==> config.mk <==
export PLATFORM = sky130hd
export DESIGN_NAME = signal_pending_mask_dispatch_flat
export DESIGN_NICKNAME = d
export VERILOG_FILES = /design/src/hdl/spmd_pkg.sv /design/src/hdl/spmd_if.sv /design/src/hdl/spmd_disp_ram.sv /design/src/hdl/spmd_seq.sv /design/src/hdl/signal_pending_mask_dispatch.sv /design/src/flat_wrapper.sv
export SDC_FILE = /design/constraint.sdc
export NUM_CORES = 1
export LEC_CHECK = 0
export BUFFER_PORTS_ARGS = -buffer_cell sky130_fd_sc_hd__buf_2
export CAP_MARGIN = 15
export CORE_AREA = 5 5 165 230
export DETAILED_ROUTE_END_ITERATION = 10
export DIE_AREA = 0 0 170 235
export PLACE_DENSITY = 0.86
export SYNTH_ARGS = -nofsm -noshare
export SYNTH_HDL_FRONTEND = slang
export SYNTH_SLANG_ARGS = --single-unit
export TNS_END_PERCENT = 100
==> constraint.sdc <==
create_clock -name clk -period 4 [get_ports clk]
set_input_delay 0.4 -clock clk [delete_from_list [all_inputs] [get_ports clk]]
set_output_delay 0.4 -clock clk [all_outputs]
set_load 0.02 [all_outputs]
==> src/hdl/spmd_pkg.sv <==
// Shared types, constants and the default-action helper function of the signal dispatch unit.
package spmd_pkg;

  localparam int NUM_SIGNALS = 32;
  localparam int TOKEN_BITS  = 8;
  localparam int SIG_W       = $clog2(NUM_SIGNALS);

  localparam int SIG_NOCATCH_A = 9;
  localparam int SIG_NOCATCH_B = 19;
  localparam int SIG_DFL_IGN_A = 17;
  localparam int SIG_DFL_IGN_B = 18;
  localparam int SIG_DFL_IGN_C = 28;
  localparam int SIG_DFL_STOP_LO = 19;
  localparam int SIG_DFL_STOP_HI = 22;

  localparam logic [TOKEN_BITS-1:0] DISP_DEFAULT = TOKEN_BITS'(0);
  localparam logic [TOKEN_BITS-1:0] DISP_IGNORE  = TOKEN_BITS'(1);

  // bits 9 and 19 can never be blocked
  localparam logic [NUM_SIGNALS-1:0] KEEP_MASK =
    ~((NUM_SIGNALS'(1) << SIG_NOCATCH_A) | (NUM_SIGNALS'(1) << SIG_NOCATCH_B));

  typedef enum logic [2:0] {
    REQ_RAISE    = 3'd0,
    REQ_SET_DISP = 3'd1,
    REQ_BLOCK    = 3'd2,
    REQ_UNBLOCK  = 3'd3,
    REQ_SET_MASK = 3'd4,
    REQ_DELIVER  = 3'd5,
    REQ_READ_PND = 3'd6,
    REQ_INVALID  = 3'd7
  } req_code_t;

  typedef enum logic [2:0] {
    ACT_NONE   = 3'd0,
    ACT_IGNORE = 3'd1,
    ACT_STOP   = 3'd2,
    ACT_TERM   = 3'd3,
    ACT_USER   = 3'd4
  } act_t;

  typedef enum logic [2:0] {
    ST_IDLE,
    ST_EXEC,
    ST_WAIT,
    ST_SCAN,
    ST_CHECK,
    ST_DONE
  } state_t;

  typedef struct packed {
    req_code_t   req_type;
    logic [5:0]  signal_number;
    logic [7:0]  disposition_value;
    logic [31:0] mask_value;
  } req_item_t;

  typedef struct packed {
    logic        status;
    logic [31:0] old_value;
    logic        delivered;
    logic [4:0]  delivered_signal;
    act_t        action;
    logic [7:0]  handler_token;
  } res_t;

  typedef struct packed {
    logic                  rd_en;
    logic                  wr_en;
    logic [SIG_W-1:0]      addr;
    logic [TOKEN_BITS-1:0] wdata;
  } ram_req_t;

  function automatic act_t default_action(input logic [SIG_W-1:0] s);
    act_t a;
    if (s == SIG_W'(SIG_DFL_IGN_A) || s == SIG_W'(SIG_DFL_IGN_B) ||
        s == SIG_W'(SIG_DFL_IGN_C)) begin
      a = ACT_IGNORE;
    end else if (s >= SIG_W'(SIG_DFL_STOP_LO) && s <= SIG_W'(SIG_DFL_STOP_HI)) begin
      a = ACT_STOP;
    end else begin
      a = ACT_TERM;
    end
    return a;
  endfunction

endpackage

==> src/hdl/spmd_if.sv <==
// Request and result channel interfaces of the signal dispatch unit.
interface spmd_req_if;
  logic        valid;
  logic        ready;
  logic [2:0]  req_type;
  logic [5:0]  signal_number;
  logic [7:0]  disposition_value;
  logic [31:0] mask_value;

  modport source (output valid, output req_type, output signal_number,
                  output disposition_value, output mask_value, input ready);
  modport sink   (input valid, input req_type, input signal_number,
                  input disposition_value, input mask_value, output ready);
endinterface

interface spmd_rsp_if;
  logic        valid;
  logic        ready;
  logic        status;
  logic [31:0] old_value;
  logic        delivered;
  logic [4:0]  delivered_signal;
  logic [2:0]  action;
  logic [7:0]  handler_token;

  modport source (output valid, output status, output old_value, output delivered,
                  output delivered_signal, output action, output handler_token,
                  input ready);
  modport sink   (input valid, input status, input old_value, input delivered,
                  input delivered_signal, input action, input handler_token,
                  output ready);
endinterface

==> src/hdl/spmd_disp_ram.sv <==
// Disposition table: one port memory with per-entry valid bits and registered read.
module spmd_disp_ram
  import spmd_pkg::*;
(
  input  logic                  clk,
  input  logic                  rst_n,
  input  ram_req_t              req,
  output logic [TOKEN_BITS-1:0] rdata
);

  logic [TOKEN_BITS-1:0]  mem_r [NUM_SIGNALS];
  logic [NUM_SIGNALS-1:0] valid_r;
  logic [TOKEN_BITS-1:0]  rdata_r;

  always_ff @(posedge clk) begin
    if (req.wr_en) begin
      mem_r[req.addr] <= req.wdata;
    end
  end

  // an entry never written reads as default
  always_ff @(posedge clk) begin
    if (!rst_n) begin
      valid_r <= '0;
    end else if (req.wr_en) begin
      valid_r[req.addr] <= 1'b1;
    end
  end

  always_ff @(posedge clk) begin
    if (req.rd_en) begin
      rdata_r <= valid_r[req.addr] ? mem_r[req.addr] : DISP_DEFAULT;
    end
  end

  assign rdata = rdata_r;

endmodule

==> src/hdl/spmd_seq.sv <==
// Request sequencer: bitmaps, one-signal-per-step deliver scan, table access.
module spmd_seq
  import spmd_pkg::*;
(
  input  logic                  clk,
  input  logic                  rst_n,
  input  logic                  req_fire,
  input  req_item_t             req_item,
  output logic                  idle,
  output ram_req_t              ram_req,
  input  logic [TOKEN_BITS-1:0] ram_rdata,
  output logic                  res_valid,
  output res_t                  res,
  input  logic                  res_take
);

  state_t                 state_r, state_nxt;
  req_item_t              item_r, item_nxt;
  res_t                   res_r, res_nxt;
  logic [NUM_SIGNALS-1:0] pending_r, pending_nxt;
  logic [NUM_SIGNALS-1:0] blocked_r, blocked_nxt;
  logic [NUM_SIGNALS-1:0] ready_r, ready_nxt;
  logic [SIG_W-1:0]       cnt_r, cnt_nxt;

  logic             sig_ok;
  logic             sig_catch;
  logic [SIG_W-1:0] sig_addr;
  logic             scan_last;
  logic [NUM_SIGNALS-1:0] mval_cut;

  assign sig_ok    = (item_r.signal_number >= 6'd1) &&
                     ({26'd0, item_r.signal_number} < 32'(NUM_SIGNALS));
  assign sig_catch = ({26'd0, item_r.signal_number} != 32'(SIG_NOCATCH_A)) &&
                     ({26'd0, item_r.signal_number} != 32'(SIG_NOCATCH_B));
  assign sig_addr  = item_r.signal_number[SIG_W-1:0];
  assign scan_last = (cnt_r == SIG_W'(NUM_SIGNALS - 1));
  assign mval_cut  = item_r.mask_value[NUM_SIGNALS-1:0];

  always_comb begin
    state_nxt = state_r;
    case (state_r)
      ST_IDLE: begin
        if (req_fire) state_nxt = ST_EXEC;
      end
      ST_EXEC: begin
        if (item_r.req_type == REQ_SET_DISP && sig_ok && sig_catch) begin
          state_nxt = ST_WAIT;
        end else if (item_r.req_type == REQ_DELIVER) begin
          state_nxt = ST_SCAN;
        end else begin
          state_nxt = ST_DONE;
        end
      end
      ST_WAIT: state_nxt = ST_DONE;
      ST_SCAN: begin
        if (ready_r[cnt_r]) begin
          state_nxt = ST_CHECK;
        end else if (scan_last) begin
          state_nxt = ST_DONE;
        end
      end
      ST_CHECK: begin
        if (ram_rdata != DISP_IGNORE || scan_last) begin
          state_nxt = ST_DONE;
        end else begin
          state_nxt = ST_SCAN;
        end
      end
      ST_DONE: begin
        if (res_take) state_nxt = ST_IDLE;
      end
      default: state_nxt = ST_IDLE;
    endcase
  end

  always_comb begin
    item_nxt    = item_r;
    res_nxt     = res_r;
    pending_nxt = pending_r;
    blocked_nxt = blocked_r;
    ready_nxt   = ready_r;
    cnt_nxt     = cnt_r;
    ram_req     = '0;
    case (state_r)
      ST_IDLE: begin
        if (req_fire) item_nxt = req_item;
      end
      ST_EXEC: begin
        res_nxt = '0;
        case (item_r.req_type)
          REQ_RAISE: begin
            if (sig_ok) pending_nxt[sig_addr] = 1'b1;
            else res_nxt.status = 1'b1;
          end
          REQ_SET_DISP: begin
            if (sig_ok && sig_catch) begin
              ram_req.rd_en = 1'b1;
              ram_req.addr  = sig_addr;
            end else begin
              res_nxt.status = 1'b1;
            end
          end
          REQ_BLOCK: begin
            res_nxt.old_value = 32'(blocked_r);
            blocked_nxt       = (blocked_r | mval_cut) & KEEP_MASK;
          end
          REQ_UNBLOCK: begin
            res_nxt.old_value = 32'(blocked_r);
            blocked_nxt       = (blocked_r & ~mval_cut) & KEEP_MASK;
          end
          REQ_SET_MASK: begin
            res_nxt.old_value = 32'(blocked_r);
            blocked_nxt       = mval_cut & KEEP_MASK;
          end
          REQ_DELIVER: begin
            // snapshot of candidates; bit 0 is never visited
            ready_nxt = pending_r & ~blocked_r;
            cnt_nxt   = SIG_W'(1);
          end
          REQ_READ_PND: res_nxt.old_value = 32'(pending_r);
          default:      res_nxt.status = 1'b1;
        endcase
      end
      ST_WAIT: begin
        res_nxt.old_value = 32'(ram_rdata);
        ram_req.wr_en     = 1'b1;
        ram_req.addr      = sig_addr;
        ram_req.wdata     = item_r.disposition_value[TOKEN_BITS-1:0];
      end
      ST_SCAN: begin
        if (ready_r[cnt_r]) begin
          ram_req.rd_en = 1'b1;
          ram_req.addr  = cnt_r;
        end else begin
          cnt_nxt = SIG_W'(cnt_r + 1'b1);
        end
      end
      ST_CHECK: begin
        pending_nxt[cnt_r] = 1'b0;
        if (ram_rdata != DISP_IGNORE) begin
          res_nxt.delivered        = 1'b1;
          res_nxt.delivered_signal = 5'(cnt_r);
          if (ram_rdata == DISP_DEFAULT) begin
            res_nxt.action = default_action(cnt_r);
          end else begin
            res_nxt.action        = ACT_USER;
            res_nxt.handler_token = 8'(ram_rdata);
          end
        end else begin
          cnt_nxt = SIG_W'(cnt_r + 1'b1);
        end
      end
      default: ;
    endcase
  end

  always_ff @(posedge clk) begin
    if (!rst_n) begin
      state_r   <= ST_IDLE;
      pending_r <= '0;
      blocked_r <= '0;
    end else begin
      state_r   <= state_nxt;
      pending_r <= pending_nxt;
      blocked_r <= blocked_nxt;
    end
  end

  always_ff @(posedge clk) begin
    item_r  <= item_nxt;
    res_r   <= res_nxt;
    ready_r <= ready_nxt;
    cnt_r   <= cnt_nxt;
  end

  assign idle      = (state_r == ST_IDLE);
  assign res_valid = (state_r == ST_DONE);
  assign res       = res_r;

endmodule

==> src/hdl/signal_pending_mask_dispatch.sv <==
// Top level of the signal pending / mask / dispatch unit.
//
//   channel | dir | interface      | beat
//   in_ch   | in  | spmd_req_if    | req_type, signal_number, disposition_value, mask_value
//   out_ch  | out | spmd_rsp_if    | status, old_value, delivered, delivered_signal, action,
//           |     |                | handler_token
//
// One request at a time. Raise, mask, read-pending and error requests pass through EXEC
// to DONE (result valid); set-disposition passes EXEC, WAIT and DONE (table read, then write).
// Deliver scans signals 1 up to the one it stops at (NUM_SIGNALS-1 if none is dispatched),
// with a table read (CHECK) for each pending unblocked signal visited. The sequencer
// returns to idle and accepts the next request once the result moves to the output
// register.
// Synchronous active-low reset clears the state, the pending and blocked bitmaps, the output
// valid and the table valid bits. A result waiting on a stalled out_ch holds in the output
// register while the next request is accepted and processed.
module signal_pending_mask_dispatch
  import spmd_pkg::*;
(
  input  logic       clk,
  input  logic       rst_n,
  spmd_req_if.sink   in_ch,
  spmd_rsp_if.source out_ch
);

  req_item_t             req_item;
  logic                  req_fire;
  logic                  seq_idle;
  ram_req_t              ram_req;
  logic [TOKEN_BITS-1:0] ram_rdata;
  logic                  res_valid;
  res_t                  res;
  logic                  res_take;
  logic                  out_valid_r;
  res_t                  out_r;

  assign req_item.req_type          = req_code_t'(in_ch.req_type);
  assign req_item.signal_number     = in_ch.signal_number;
  assign req_item.disposition_value = in_ch.disposition_value;
  assign req_item.mask_value        = in_ch.mask_value;

  assign in_ch.ready = seq_idle;
  assign req_fire    = in_ch.valid && seq_idle;

  spmd_seq u_seq (
    .clk       (clk),
    .rst_n     (rst_n),
    .req_fire  (req_fire),
    .req_item  (req_item),
    .idle      (seq_idle),
    .ram_req   (ram_req),
    .ram_rdata (ram_rdata),
    .res_valid (res_valid),
    .res       (res),
    .res_take  (res_take)
  );

  spmd_disp_ram u_disp_ram (
    .clk   (clk),
    .rst_n (rst_n),
    .req   (ram_req),
    .rdata (ram_rdata)
  );

  assign res_take = res_valid && (!out_valid_r || out_ch.ready);

  always_ff @(posedge clk) begin
    if (!rst_n) begin
      out_valid_r <= 1'b0;
    end else if (res_take) begin
      out_valid_r <= 1'b1;
    end else if (out_ch.ready) begin
      out_valid_r <= 1'b0;
    end
  end

  always_ff @(posedge clk) begin
    if (res_take) out_r <= res;
  end

  assign out_ch.valid            = out_valid_r;
  assign out_ch.status           = out_r.status;
  assign out_ch.old_value        = out_r.old_value;
  assign out_ch.delivered        = out_r.delivered;
  assign out_ch.delivered_signal = out_r.delivered_signal;
  assign out_ch.action           = out_r.action;
  assign out_ch.handler_token    = out_r.handler_token;

endmodule

==> src/flat_wrapper.sv <==
// flat-port wrapper written by rule: the top's interface ports become plain ports
module signal_pending_mask_dispatch_flat import spmd_pkg::*;
  (clk, rst_n, in_ch_valid, in_ch_req_type, in_ch_signal_number, in_ch_disposition_value, in_ch_mask_value, in_ch_ready, out_ch_valid, out_ch_status, out_ch_old_value, out_ch_delivered, out_ch_delivered_signal, out_ch_action, out_ch_handler_token, out_ch_ready);
  spmd_req_if in_ch_i ();
  spmd_rsp_if out_ch_i ();
  input  logic clk;
  input  logic rst_n;
  input wire logic [$bits(in_ch_i.valid)-1:0] in_ch_valid;
  input wire logic [$bits(in_ch_i.req_type)-1:0] in_ch_req_type;
  input wire logic [$bits(in_ch_i.signal_number)-1:0] in_ch_signal_number;
  input wire logic [$bits(in_ch_i.disposition_value)-1:0] in_ch_disposition_value;
  input wire logic [$bits(in_ch_i.mask_value)-1:0] in_ch_mask_value;
  output wire logic [$bits(in_ch_i.ready)-1:0] in_ch_ready;
  output wire logic [$bits(out_ch_i.valid)-1:0] out_ch_valid;
  output wire logic [$bits(out_ch_i.status)-1:0] out_ch_status;
  output wire logic [$bits(out_ch_i.old_value)-1:0] out_ch_old_value;
  output wire logic [$bits(out_ch_i.delivered)-1:0] out_ch_delivered;
  output wire logic [$bits(out_ch_i.delivered_signal)-1:0] out_ch_delivered_signal;
  output wire logic [$bits(out_ch_i.action)-1:0] out_ch_action;
  output wire logic [$bits(out_ch_i.handler_token)-1:0] out_ch_handler_token;
  input wire logic [$bits(out_ch_i.ready)-1:0] out_ch_ready;
  assign in_ch_i.valid = in_ch_valid;
  assign in_ch_i.req_type = in_ch_req_type;
  assign in_ch_i.signal_number = in_ch_signal_number;
  assign in_ch_i.disposition_value = in_ch_disposition_value;
  assign in_ch_i.mask_value = in_ch_mask_value;
  assign in_ch_ready = in_ch_i.ready;
  assign out_ch_valid = out_ch_i.valid;
  assign out_ch_status = out_ch_i.status;
  assign out_ch_old_value = out_ch_i.old_value;
  assign out_ch_delivered = out_ch_i.delivered;
  assign out_ch_delivered_signal = out_ch_i.delivered_signal;
  assign out_ch_action = out_ch_i.action;
  assign out_ch_handler_token = out_ch_i.handler_token;
  assign out_ch_i.ready = out_ch_ready;
  signal_pending_mask_dispatch u_core (.clk(clk), .rst_n(rst_n), .in_ch(in_ch_i), .out_ch(out_ch_i));
endmodule
### After elaboration in Yosys (flattened, before gate mapping)

Memory sizes are Yosys's and may differ from the RTL's. A register that Yosys moved wholly into a read port is not among the register bits.
Cells that the tools add are included.

* register bits: 286
* memory bits (writable): 256
* input port bits: 53
* memories kept: 1

Memory list
* u_core.u_disp_ram.mem_r: depth 32, bits a word 8, read ports 1, clocked after memory_dff 1, wr ports 1, RTL line spmd_disp_ram.sv:11 `logic [TOKEN_BITS-1:0] mem_r [NUM_SIGNALS];`

* add/sub/neg operators: 1
* magnitude comparators: 10
* eq/ne operators: 28
* muxes and demuxes: 51
* bitwise gates (word level): 9
* reduce and logical (&&, ||, !) cells: 35

Operator list (count)
* 32-bit case mux with 2 select lines: 3
* 32-bit AND: 3
* 32-bit inverter: 3
* 32-bit bitwise OR: 3
* 32-bit case mux with 3 select lines: 1
* 32-bit 2-to-1 mux: 2
* 17-bit case mux with 2 select lines: 1
* 5-bit 2-to-1 mux: 6
* 5-bit case mux with 3 select lines: 2
* 3-bit 2-to-1 mux: 8
* 5-bit equality test, second input constant: 4
* 5-bit by 6-bit < comparator with 1-bit output, second input constant: 3
* 3-bit case mux with 6 select lines: 1
* 17-bit 2-to-1 mux: 1
* 1-bit 2-to-1 mux: 16
* 8-bit 2-to-1 mux: 2
* 1-bit demux with 5-bit select: 3
* 3-bit equality test, second input constant: 5
* 5-bit by 1-bit >= comparator with 1-bit output, second input constant: 3
* 2-bit != test, second input constant: 7
* 3-bit by 2-bit equality test with 1-bit output, second input constant: 4
* 1-bit logical AND: 11
* 1-bit binary-select mux with 5-bit select: 2
* 3-bit AND reduction: 3
* other kinds (24): 37

### Longest topological paths before layout

Gate-level depths: netlist of the first run.

* word-level depth: 11
* gate-level depth with buffers: 14
* mapped depth without buffers: 11

### Cells and area by module

From an unflattened synthesis of the first run, not the netlist that was laid out.

* cell total of the unflattened synthesis: 1449
* area total of the unflattened synthesis: 21600.7 µm²

By module, submodules not included
* spmd_disp_ram: times used 1, cells an instance 672, area an instance 11538.6 µm², seq. area each 8568.2 µm²
* spmd_seq: times used 1, cells an instance 722, area an instance 8506.9 µm², seq. area each 5325.1 µm²
* signal_pending_mask_dispatch: times used 1, cells an instance 55, area an instance 1555.2 µm², seq. area each 1521.5 µm²

### Worst setup path before layout of the first run

OpenSTA, ideal clock, no wires.

* path kind: reg2reg
* start point: register u_core.u_seq.state_r[0]
* end point: register u_core.out_r, in the netlist u_core.out_ch.action[0] (enable)
* library setup time: 0.463 ns
* arrival: 2.953 ns
* slack: 0.584 ns
* cell stages (with the launch flop): 4
* path through: dfxtp_1 clkbuf_1 nand3b_1 nor2b_1

* word-level cells in the longest chain between the ends: 2

Ends and longest elaborated chain
* from (decl): RTL line spmd_seq.sv:17 `state_t state_r, state_nxt;`
* from (signal assigned): RTL line spmd_seq.sv:163 `state_r <= state_nxt;`
* 3-bit equality test: RTL line spmd_seq.sv:177 `assign res_valid = (state_r == ST_DONE);`
* 1-bit logical AND: RTL line signal_pending_mask_dispatch.sv:65 `assign res_take = res_valid && (!out_valid_r || out_ch.ready);`
* via u_core.res_take: RTL line signal_pending_mask_dispatch.sv:33 `logic res_take;`
* to (signal assigned): RTL line signal_pending_mask_dispatch.sv:78 `if (res_take) out_r <= res;`
* to (decl): RTL line signal_pending_mask_dispatch.sv:35 `res_t out_r;`

The timed path passes the listed nets, and every way through them passes these cells.
A chain may end at the register's enable or synchronous reset.

### Worst setup path in the final report of the first run

* start point: register u_core.u_seq.cnt_r[1]
* end point: register u_core.u_disp_ram.rdata_r[3], in the netlist u_core.u_disp_ram.rdata[3], read port of u_core.u_disp_ram.mem_r, data pin

* word-level cells in the longest chain between the ends: 7
* elaborated cells between the ends (all ways): 9

Ends and longest elaborated chain
* from (decl): RTL line spmd_seq.sv:23 `logic [SIG_W-1:0] cnt_r, cnt_nxt;`
* from (signal assigned): RTL line spmd_seq.sv:173 `cnt_r <= cnt_nxt;`
* 1-bit binary-select mux with 5-bit select: RTL line spmd_seq.sv:131 `if (ready_r[cnt_r]) begin`
* 1-bit 2-to-1 mux (not written as such): RTL line spmd_seq.sv:131
* 5-bit 2-to-1 mux: RTL line spmd_seq.sv:131
* 5-bit case mux with 3 select lines: RTL line spmd_seq.sv:84 `case (state_r)`
* 1-bit binary-select mux with 5-bit select: RTL line spmd_disp_ram.sv:32 `rdata_r <= valid_r[req.addr] ? mem_r[req.addr] : DISP_DEFAULT;`
* 1-bit 2-to-1 mux (not written as such): RTL line spmd_disp_ram.sv:32
* 1-bit zero test (no line)
* to (decl): RTL line spmd_disp_ram.sv:13 `logic [TOKEN_BITS-1:0] rdata_r;`

Several ways; a longest one is shown, not always the timed one. The select of a mux whose other input is x is not followed.

==> flow_metrics.py, run 1 <==
metrics = {
    "synthesis": {
        "synth_ff_type": "edfxtp_1",
        "synth.distinct_cells": 73,
        "ys_warn_count": 0,
        "yosysTopAreaCell": "edfxtp_1",
        "ys_seq_area_share_pct": 71.9,
        "synth_top_area_share_pct": 62.8,
        "syn-num-nets": 1587,
        "synth_area_leaders": "edfxtp_1, dfxtp_1, a22oi_1",
        "synth.ff_latch_count": 546,
        "synth_cells": 1529,
        "netlist_area_mm2": 0.0214,
        "ys_async_sr_fraction_pct": 0,
        "synth_area_per_cell_um2": 14.0,
        "synth_edf_count": 448,
    },
    "routing": {
        "post-route-drc-count": 0,
        "ant_nets": 0,
        "wl_um": 58200,
        "vias_per_cell": 6.69,
        "drt-initial-drc-count": 2410,
        "vias": 14900,
        "post_drt_wl_per_cell_um": 26.1,
        "firstDrtPassIters": 7,
    },
    "timing": {
        "max_freq_mhz": 251,
        "clock_skew_ns": 0.0325,
        "tns_ns": 0,
        "period_share_pct": 99.6,
        "setup_viol": 0,
        "fin_crit_ns": 3.98,
        "slew_violations": 0,
        "worst_pin_slew_ns": 1.11,
        "slew_headroom_pct": 26.1,
        "finalHoldViolations": 0,
        "rsz0062_at_grt": "no",
    },
    "flow_run": {
        "max_cap_viol_count": 0,
    },
    "die": {
        "start_util_pct": 60.2,
        "core_mm2": 0.0356,
        "die_area_mm2": 0.0400,
        "num_io_pins": 105,
        "die_w_um": 170,
        "die_height_um": 235,
        "row_count": 82,
    },
    "clock_tree": {
        "cts_tree": "done",
        "clk_pin_slew_worst_paths_ns": 0.07,
        "clock_path_buffers": 3,
        "cts_max_level": 2,
        "insertion_delay_ns": 0.58,
        "clock_sinks": 546,
        "root_buffer": "clkbuf_16",
        "cts_made_buffers": 48,
    },
    "placed_design": {
        "gp_congestion": 0.925,
        "dp_hpwl_um": 36400,
        "placement.io_buffers": 102,
    },
    "pwr": {
        "cellPowerDensity_mw_per_mm2": 480,
        "power_uw": 12100,
        "power.leakage_uw": 0.00857,
        "peakVddDrop_v": 0.000399,
    },
    "setup_path": {
        "path_cells": "buf_4, mux4_2, a22oi_1, and3_4, o221ai_4, buf_4, a222oi_1, and4_1, a21oi_1, a2111oi_2, a21oi_1",
        "slowest_stage": "edfxtp_1",
        "ff2ff_path_depth": 11,
        "critPathKind": "reg2reg",
        "cp_top_family": "compound AO/OA/AOI/OAI gates",
        "worst_setup_path_start_kind": "register",
        "arrival_ns": 4.29,
        "slowest_delay_ns": 0.65,
        "worst-path-buf-inv": 2,
        "critical_path.max_fanout": 10,
        "required_ns": 4.30,
        "endpoint_kind": "register",
        "cp.depth": 11,
    },
    "worst_hold_path": {
        "hold_path_class": "in2reg",
        "min_path_cells": 1,
    },
    "run_status": {
        "status": "complete, no violations",
    },
    "final_layout": {
        "final_cell_mix": "edfxtp_1, nand2_1, buf_4, buf_2, nor2_1",
        "area_delta_synth_final_pct": 17.3,
        "layout.nets": 1788,
        "fill_cells": 2099,
        "drive_above_1_share_pct": 18.8,
        "final_common_cell": "edfxtp_1",
        "diodes": 0,
    },
    "global_route": {
        "antenna_found_initial": 0,
        "grt_pass1_wl_um": 87400,
        "grt_max_degree": 48,
        "overflow": 0,
        "track_usage_pct": 28.3,
        "grt_pass1_vias": 15000,
    },
}
[report_power, final]
group / internal (uW) / switching [uW]
Sequential: 6340 / 117
Combinational: 260 / 500
Clock: 2830 / 2020
Total: 9430 / 2640
[through the flow]
stage          cell area, um^2  instances  setup slack (ns)  util, %  hold WS (ns)
2_1_floorplan            21400       1529             0.584        -         0.400
3_3_place_gp             23100       2103             0.129     64.8         0.401
3_5_place_dp             23100       2104            0.0655     64.8         0.405
4_1_cts                  25100       2224            0.0433     70.4     0.0000371
5_1_grt                  25100       2231           0.00959     70.6      -0.00613
6_report                 25100       2231            0.0151     70.6       0.00847
[cell type report]
cell class	instances	area, um^2	share of cell area [%]
multi-input combinational	866	5600	22.3
tap	462	578	2.30
sequential	546	15400	61.3
clock buffer	63	1310	5.20
inverter	16	60.1	0.239
timing repair buffer	252	1840	7.32
clock inverter	26	350	1.39
[what timing repair did]
action                     4_1_cts  5_1_grt
setup endpoints to repair        1        8
hold buffers                    29        2
gates resized for setup          0        6
buffers inserted                 2        3
hold endpoints to repair        29        2
pin swaps                        1        1
[cell families (layout without fill, tap and decap cells)]
logic type / after synthesis / after routing / synth area share (%)
muxes: 25 / 25 / 1.64
xor gates and xnor gates: 4 / 4 / 0.163
AOI/OAI and AO/OA: 438 / 438 / 14.6
and+or+nand+nor: 394 / 394 / 9.04
buffers and inverters: 117 / 357 / 2.37
DFF: 546 / 546 / 71.9
adders and majority gates: 5 / 5 / 0.292
[per-layer routing]
metal	global-route usage, %	routed length, um	vias up
li1	-	-	6333
met1	32.7	18800	7193
met2	49.2	29800	1123
met3	3.88	5020	282
met4	17.7	4540	0
met5	0	0	-
[Yosys cell counts, types with 13 or more instances]
cell,instances
o21ai_0,82
a222oi_1,37
nand3_1,18
a21oi_1,50
o22ai_1,17
nor2_1,102
buf_2,19
a22oi_1,92
inv_1,16
a21boi_0,33
dfxtp_1,98
a31oi_1,13
o21a_1,38
mux2i_1,16
edfxtp_1,448
nand2_1,117
clkbuf_1,72
and2_1,21
a221oi_1,27
nor2b_1,69
[state kept, by name (all words and copies together) (netlist names)]
signal / cells
u_core.out_ch.action: 3
u_core.out_ch.delivered: 1
u_core.out_ch.delivered_signal: 5
u_core.out_ch.handler_token: 8
u_core.out_ch.old_value: 32
u_core.out_ch.status: 1
u_core.out_ch.valid: 1
u_core.u_disp_ram.mem_r: 256
u_core.u_disp_ram.rdata: 8
u_core.u_disp_ram.valid_r: 32
u_core.u_seq.blocked_r: 30
u_core.u_seq.cnt_r: 5
u_core.u_seq.item_r: 17
u_core.u_seq.mval_cut: 30
u_core.u_seq.pending_r: 32
u_core.u_seq.ready_r: 32
u_core.u_seq.res: 50
u_core.u_seq.state_r: 3
[path summary, 6_finish.rpt]
check | start | slack (ns) | end
max | u_core.u_seq.cnt_r[1] | 0.02 | u_core.u_disp_ram.rdata[3]
min reg2reg | u_core.u_seq.res[11] | 0.42 | u_core.out_ch.delivered_signal[0]
min | in_ch_signal_number[0] | 0.008 | u_core.u_seq.item_r[40]
max reg2reg | u_core.u_seq.cnt_r[1] | 0.02 | u_core.u_disp_ram.rdata[3]
(Power assumes the default switching activity.)
==> inputs of run 2 (changes only) <==
--- a/config.mk
+++ b/config.mk
@@ -7,9 +7,9 @@
 export LEC_CHECK = 0
 export BUFFER_PORTS_ARGS = -buffer_cell sky130_fd_sc_hd__buf_2
 export CAP_MARGIN = 15
-export CORE_AREA = 5 5 165 230
+export CORE_AREA = 2 2 162 227
 export DETAILED_ROUTE_END_ITERATION = 10
-export DIE_AREA = 0 0 170 235
+export DIE_AREA = 0 0 164 229
 export PLACE_DENSITY = 0.86
 export SYNTH_ARGS = -nofsm -noshare
 export SYNTH_HDL_FRONTEND = slang
==> flow_metrics.py, run 2 (synthesized netlist as in run 1, its figures left out) <==
metrics = {
    "die": {
        "core_mm2": 0.0356,
        "die_area_mm2": 0.0376,
        "die_height_um": 229,
        "start_util_pct": 60.2,
        "die_w_um": 164,
        "row_count": 82,
        "num_io_pins": 105,
    },
    "timing": {
        "fin_crit_ns": 4.07,
        "finalHoldViolations": 0,
        "clock_skew_ns": 0.0222,
        "worst_pin_slew_ns": 1.13,
        "slew_violations": 0,
        "postLayoutSetupSlackWorst_ns": -0.0691,
        "period_share_pct": 102,
        "max_freq_mhz": 246,
        "rsz0062_at_grt": "no",
        "setup_viol": 8,
        "slew_headroom_pct": 24.7,
    },
    "clock_tree": {
        "clock_sinks": 546,
        "cts_tree": "done",
        "root_buffer": "clkbuf_16",
        "insertion_delay_ns": 0.58,
        "cts_max_level": 2,
        "clk_pin_slew_worst_paths_ns": 0.06,
        "cts_made_buffers": 49,
        "clock_path_buffers": 3,
    },
    "global_route": {
        "track_usage_pct": 29.0,
        "grt_pass1_vias": 14800,
        "grt_pass1_wl_um": 82400,
        "grt_max_degree": 63,
        "overflow": 0,
        "antenna_found_initial": 0,
    },
    "routing": {
        "post_drt_wl_per_cell_um": 24.5,
        "drt-initial-drc-count": 1864,
        "wl_um": 54600,
        "firstDrtPassIters": 7,
        "post-route-drc-count": 0,
        "ant_nets": 0,
        "vias_per_cell": 6.59,
        "vias": 14700,
    },
    "final_layout": {
        "largest-register": "u_core.u_disp_ram.mem_r",
        "final_cell_mix": "edfxtp_1, nand2_1, buf_4, nor2_1, buf_2",
        "fill_cells": 2179,
        "final_common_cell": "edfxtp_1",
        "finalInstanceArea_mm2": 0.0250,
        "multi_input_area_mm2": 0.00558,
        "area_delta_synth_final_pct": 16.7,
        "drive_above_1_share_pct": 18.4,
        "largest_reg_flops": 256,
        "seq_area_mm2": 0.0154,
        "diodes": 0,
        "layout.nets": 1786,
    },
    "placed_design": {
        "place_ws_ns": -0.0420,
        "dp_hpwl_um": 36000,
        "placed_cell_area_mm2": 0.0230,
        "placement.io_buffers": 102,
        "gp_congestion": 1.00,
    },
    "pwr": {
        "cellPowerDensity_mw_per_mm2": 474,
        "peakVddDrop_v": 0.000553,
        "power.leakage_uw": 0.00850,
    },
    "worst_hold_path": {
        "hold_path_class": "in2reg",
    },
    "run_status": {
        "violations": "negative setup slack",
        "status": "finished, violations left",
    },
    "setup_path": {
        "required_ns": 4.29,
        "arrival_ns": 4.36,
        "critPathKind": "reg2reg",
        "worst_setup_path_start_kind": "register",
        "critical_path.max_fanout": 11,
        "endpoint_kind": "register",
    },
    "flow_run": {
        "max_cap_viol_count": 0,
    },
}
run 2: layer usage:
metal  vias to the layer above  part of all wire (%)  track usage (%)  wire [um]
li1                       6334                     -                -          -
met1                      7160                    33             32.6      18200
met2                       945                    52             51.4      28400
met3                       247                   7.6             4.18       4140
met4                         0                   7.0             18.1       3810
met5                         -                     0                0          0
run 2: repair_timing:
| action | in CTS | in global routing |
|---|---|---|
| pin swaps | 1 | 2 |
| cloned | 0 | 0 |
| endpoints found under the hold margin | 22 | 6 |
| gates resized for setup | 1 | 2 |
| setup endpoints to repair | 8 | 22 |
| hold buffers | 22 | 6 |
| setup buffers | 2 | 4 |
run 2: worst paths after layout:
path                          from                          to  slack [ns]  depth (start not counted)
max          u_core.u_seq.cnt_r[0]  u_core.u_disp_ram.rdata[6]       -0.07                         12
min            in_ch_mask_value[4]    u_core.u_seq.mval_cut[4]       0.005                          1
max reg2reg  u_core.u_seq.cnt_r[0]  u_core.u_disp_ram.rdata[6]       -0.07                         12
min reg2reg   u_core.u_seq.res[20]  u_core.out_ch.old_value[3]        0.42                          0
run 2: area by class of cell:
class,count,share of cell area [%]
Inverter,16,0.240
Tap cell,462,2.31
Timing Repair Buffer,249,7.08
Clock buffer,62,5.31
Multi-Input combinational cell,866,22.3
Clock inverter,29,1.11
Sequential cell,546,61.6
run 2: power breakdown:
part           total [uW]  switching [uW]  internal (uW)
Clock                4680            2000           2680
Sequential           6440             104           6340
Combinational         734             484            250
Total               11900            2590           9260
run 2: worst max-delay path: stages, from the launching register on:
cell and delay, ns:
edfxtp_1 0.39, buf_12 0.17, mux4_2 0.53, a32oi_1 0.41
and3_2 0.37, a2111oi_2 0.12, buf_4 0.23, a222oi_1 0.38
nand4_1 0.26, a32o_1 0.39, nor4_4 0.25, buf_4 0.21
a21oi_1 0.06
run 2: stage by stage:
step           hold WS (ns)  TNS, ns  power, uW  std cells  utilization, %
2_1_floorplan         0.400        0       6960       1529               -
3_3_place_gp          0.401        0       7210       2103            64.7
3_5_place_dp          0.405   -0.208       7250       2103            64.7
4_1_cts            0.000197        0      11900       2218            69.9
5_1_grt            0.000339        0      12200       2230            70.3
6_report            0.00547   -0.385      11900       2230            70.3
==> inputs of run 3 (changes only) <==
--- a/config.mk
+++ b/config.mk
@@ -5,12 +5,13 @@
 export SDC_FILE = /design/constraint.sdc
 export NUM_CORES = 1
 export LEC_CHECK = 0
+export ABC_AREA = 1
 export BUFFER_PORTS_ARGS = -buffer_cell sky130_fd_sc_hd__buf_2
 export CAP_MARGIN = 15
-export CORE_AREA = 2 2 162 227
+export CORE_AREA = 2 2 167 234
 export DETAILED_ROUTE_END_ITERATION = 10
-export DIE_AREA = 0 0 164 229
-export PLACE_DENSITY = 0.86
+export DIE_AREA = 0 0 169 236
+export PLACE_DENSITY = 0.85
 export SYNTH_ARGS = -nofsm -noshare
 export SYNTH_HDL_FRONTEND = slang
 export SYNTH_SLANG_ARGS = --single-unit
==> constraint.sdc (replaced) <==
create_clock -name clk -period 3.85 [get_ports clk]
set_input_delay 0.385 -clock clk [delete_from_list [all_inputs] [get_ports clk]]
set_output_delay 0.385 -clock clk [all_outputs]
set_load 0.02 [all_outputs]
==> flow_metrics.py, run 3 <==
metrics = {
    "setup_path": {
        "cp_top_family": "simple AND/OR/NAND/NOR gates",
        "critPathKind": "reg2reg",
        "arrival_ns": 3.76,
        "required_ns": 4.16,
        "slowest_stage": "edfxtp_1",
        "worst_setup_path_start_kind": "register",
        "endpoint_kind": "register",
        "crit_path_frequent_cell": "nand2_1",
        "path_cells": "inv_2, nand2_1, nor2_1, nand2_1, nand2_1, nor2_1, nand2_2, nand2_1, o21ai_4, inv_2, buf_4, nand2_1, nand2_1, nand2_1, nand2_1, nor2_1, nand3_2, nand2_1, inv_1",
        "slowest_delay_ns": 0.46,
        "worst-path-buf-inv": 4,
        "r2r_setup_slack_ns": 0.40,
        "critical_path.max_fanout": 49,
    },
    "routing": {
        "post_drt_wl_per_cell_um": 19.2,
        "firstDrtPassIters": 6,
        "drt-initial-drc-count": 2276,
        "post-route-drc-count": 0,
        "ant_nets": 0,
        "vias_per_cell": 5.77,
        "wl_um": 56700,
        "vias": 17000,
    },
    "placed_design": {
        "placement.io_buffers": 102,
        "gp_congestion": 0.972,
        "dp_hpwl_um": 35700,
    },
    "pwr": {
        "power.leakage_uw": 0.0103,
        "power_uw": 13600,
        "cellPowerDensity_mw_per_mm2": 519,
        "peakVddDrop_v": 0.000354,
    },
    "synthesis": {
        "ys_warn_count": 0,
        "synth_ff_type": "edfxtp_1",
        "synth.distinct_cells": 37,
        "syn-num-nets": 2320,
        "synth_area_leaders": "edfxtp_1, nand2_1, dfxtp_1",
        "yosysTopAreaCell": "edfxtp_1",
        "synth_edf_count": 448,
        "synth.ff_latch_count": 546,
        "synth.most_common_cell": "nand2_1",
        "synth_cells": 2262,
        "synth_top_area_share_pct": 59.2,
        "synth_commonest_cells": "nand2_1, edfxtp_1, nor2_1, inv_1, nand3_1",
        "ys_async_sr_fraction_pct": 0,
        "netlist_area_mm2": 0.0227,
        "synth_area_per_cell_um2": 10.1,
        "ys_seq_area_share_pct": 67.8,
    },
    "final_layout": {
        "largest-register": "u_core.u_disp_ram.mem_r",
        "diodes": 0,
        "fin_util_pct": 68.8,
        "final_common_cell": "nand2_1",
        "fill_cells": 2572,
        "area_delta_synth_final_pct": 15.2,
        "layout.nets": 2488,
        "largest_reg_flops": 256,
        "drive_above_1_share_pct": 13.1,
        "final_cell_mix": "nand2_1, edfxtp_1, nor2_1, inv_1, nand3_1",
    },
    "run_status": {
        "status": "complete, no violations",
    },
    "timing": {
        "fin_crit_ns": 3.45,
        "setup_viol": 0,
        "max_freq_mhz": 290,
        "period_share_pct": 89.5,
        "worst_pin_slew_ns": 1.12,
        "rsz0062_at_grt": "no",
        "tns_ns": 0,
        "clock_skew_ns": 0.0373,
        "slew_violations": 0,
        "finalHoldViolations": 0,
        "slew_headroom_pct": 24.7,
    },
    "die": {
        "die_area_mm2": 0.0399,
        "die_w_um": 169,
        "row_count": 85,
        "num_io_pins": 105,
        "die_height_um": 236,
        "core_mm2": 0.0381,
        "start_util_pct": 59.7,
    },
    "clock_tree": {
        "cts_resized": 0,
        "cts_max_level": 2,
        "clock_path_buffers": 3,
        "cts_made_buffers": 48,
        "insertion_delay_ns": 0.59,
        "clock_sinks": 546,
        "clk_pin_slew_worst_paths_ns": 0.07,
        "cts_tree": "done",
        "root_buffer": "clkbuf_16",
    },
    "flow_run": {
        "max_cap_viol_count": 0,
    },
    "global_route": {
        "track_usage_pct": 28.6,
        "grt_max_degree": 81,
        "antenna_found_initial": 0,
        "grt_pass1_wl_um": 88200,
        "overflow": 0,
        "grt_pass1_vias": 16900,
    },
    "worst_hold_path": {
        "hold_path_class": "in2reg",
    },
}
-- run 3: changes by cell type after synthesis, moves of 36 or more --
cell	change
nand2_1	+761
inv_1	+123
a22oi_1	-92
nor2b_1	-69
nor2_1	+104
a222oi_1	-37
nand3_1	+119
o21a_1	-36
-- run 3: logic make-up after synthesis --
group                      after synthesis  synth area share (%)
DFF                                    546                  67.8
adders and majority gates                5                 0.275
and+or+nand+nor                       1268                  22.4
AOI/OAI and AO/OA                      180                  4.86
buffers and inverters                  263                  4.63
-- run 3: worst paths after layout --
path	from	end	cells past startpoint
setup / recovery	u_core.u_seq.cnt_r[3]	u_core.u_disp_ram.rdata[4]	19
hold reg to reg	u_core.u_seq.res[17]	u_core.out_ch.old_value[0]	0
setup reg to reg	u_core.u_seq.cnt_r[3]	u_core.u_disp_ram.rdata[4]	19
hold / removal	in_ch_disposition_value[3]	u_core.u_seq.item_r[35]	1
-- run 3: report_power, final --
group	switching [uW]	internal, uW
clock	2140	2920
sequential	167	6840
combinational	1140	381
-- run 3: per-layer routing --
layer,GRT usage [%],vias up,routed length (um)
met2,50.0,1018,29100
met3,4.08,242,4470
met4,19.2,0,4080
met1,32.5,7907,19100
met5,0,-,0
li1,-,7835,-
-- run 3: layout make-up --
class | count | area, um^2 | area share [%]
Inverter | 163 | 612 | 2.34
Clock inverter | 29 | 362 | 1.38
Timing Repair Buffer | 218 | 1560 | 5.97
Sequential cell | 546 | 15400 | 58.9
Clock buffer | 60 | 1320 | 5.03
Tap cell | 478 | 598 | 2.28
Multi-Input combinational cell | 1453 | 6330 | 24.2
-- run 3: through the flow --
step	cells	hold slack (ns)	cell area, um^2	worst slack, ns
floorplan	2262	0.400	22700	0.490
global placement	2820	0.401	24100	0.516
detailed placement	2820	0.405	24100	0.511
CTS	2947	0.00203	26200	0.446
global route	2947	0.0000375	26200	0.0937
finish	2947	0.0199	26200	0.403
-- run 3: what timing repair did --
action                                  CTS  global route
hold buffers                             38             0
buffers inserted                          0             0
hold endpoints to repair                 38             0
endpoints found under the setup margin    0             0
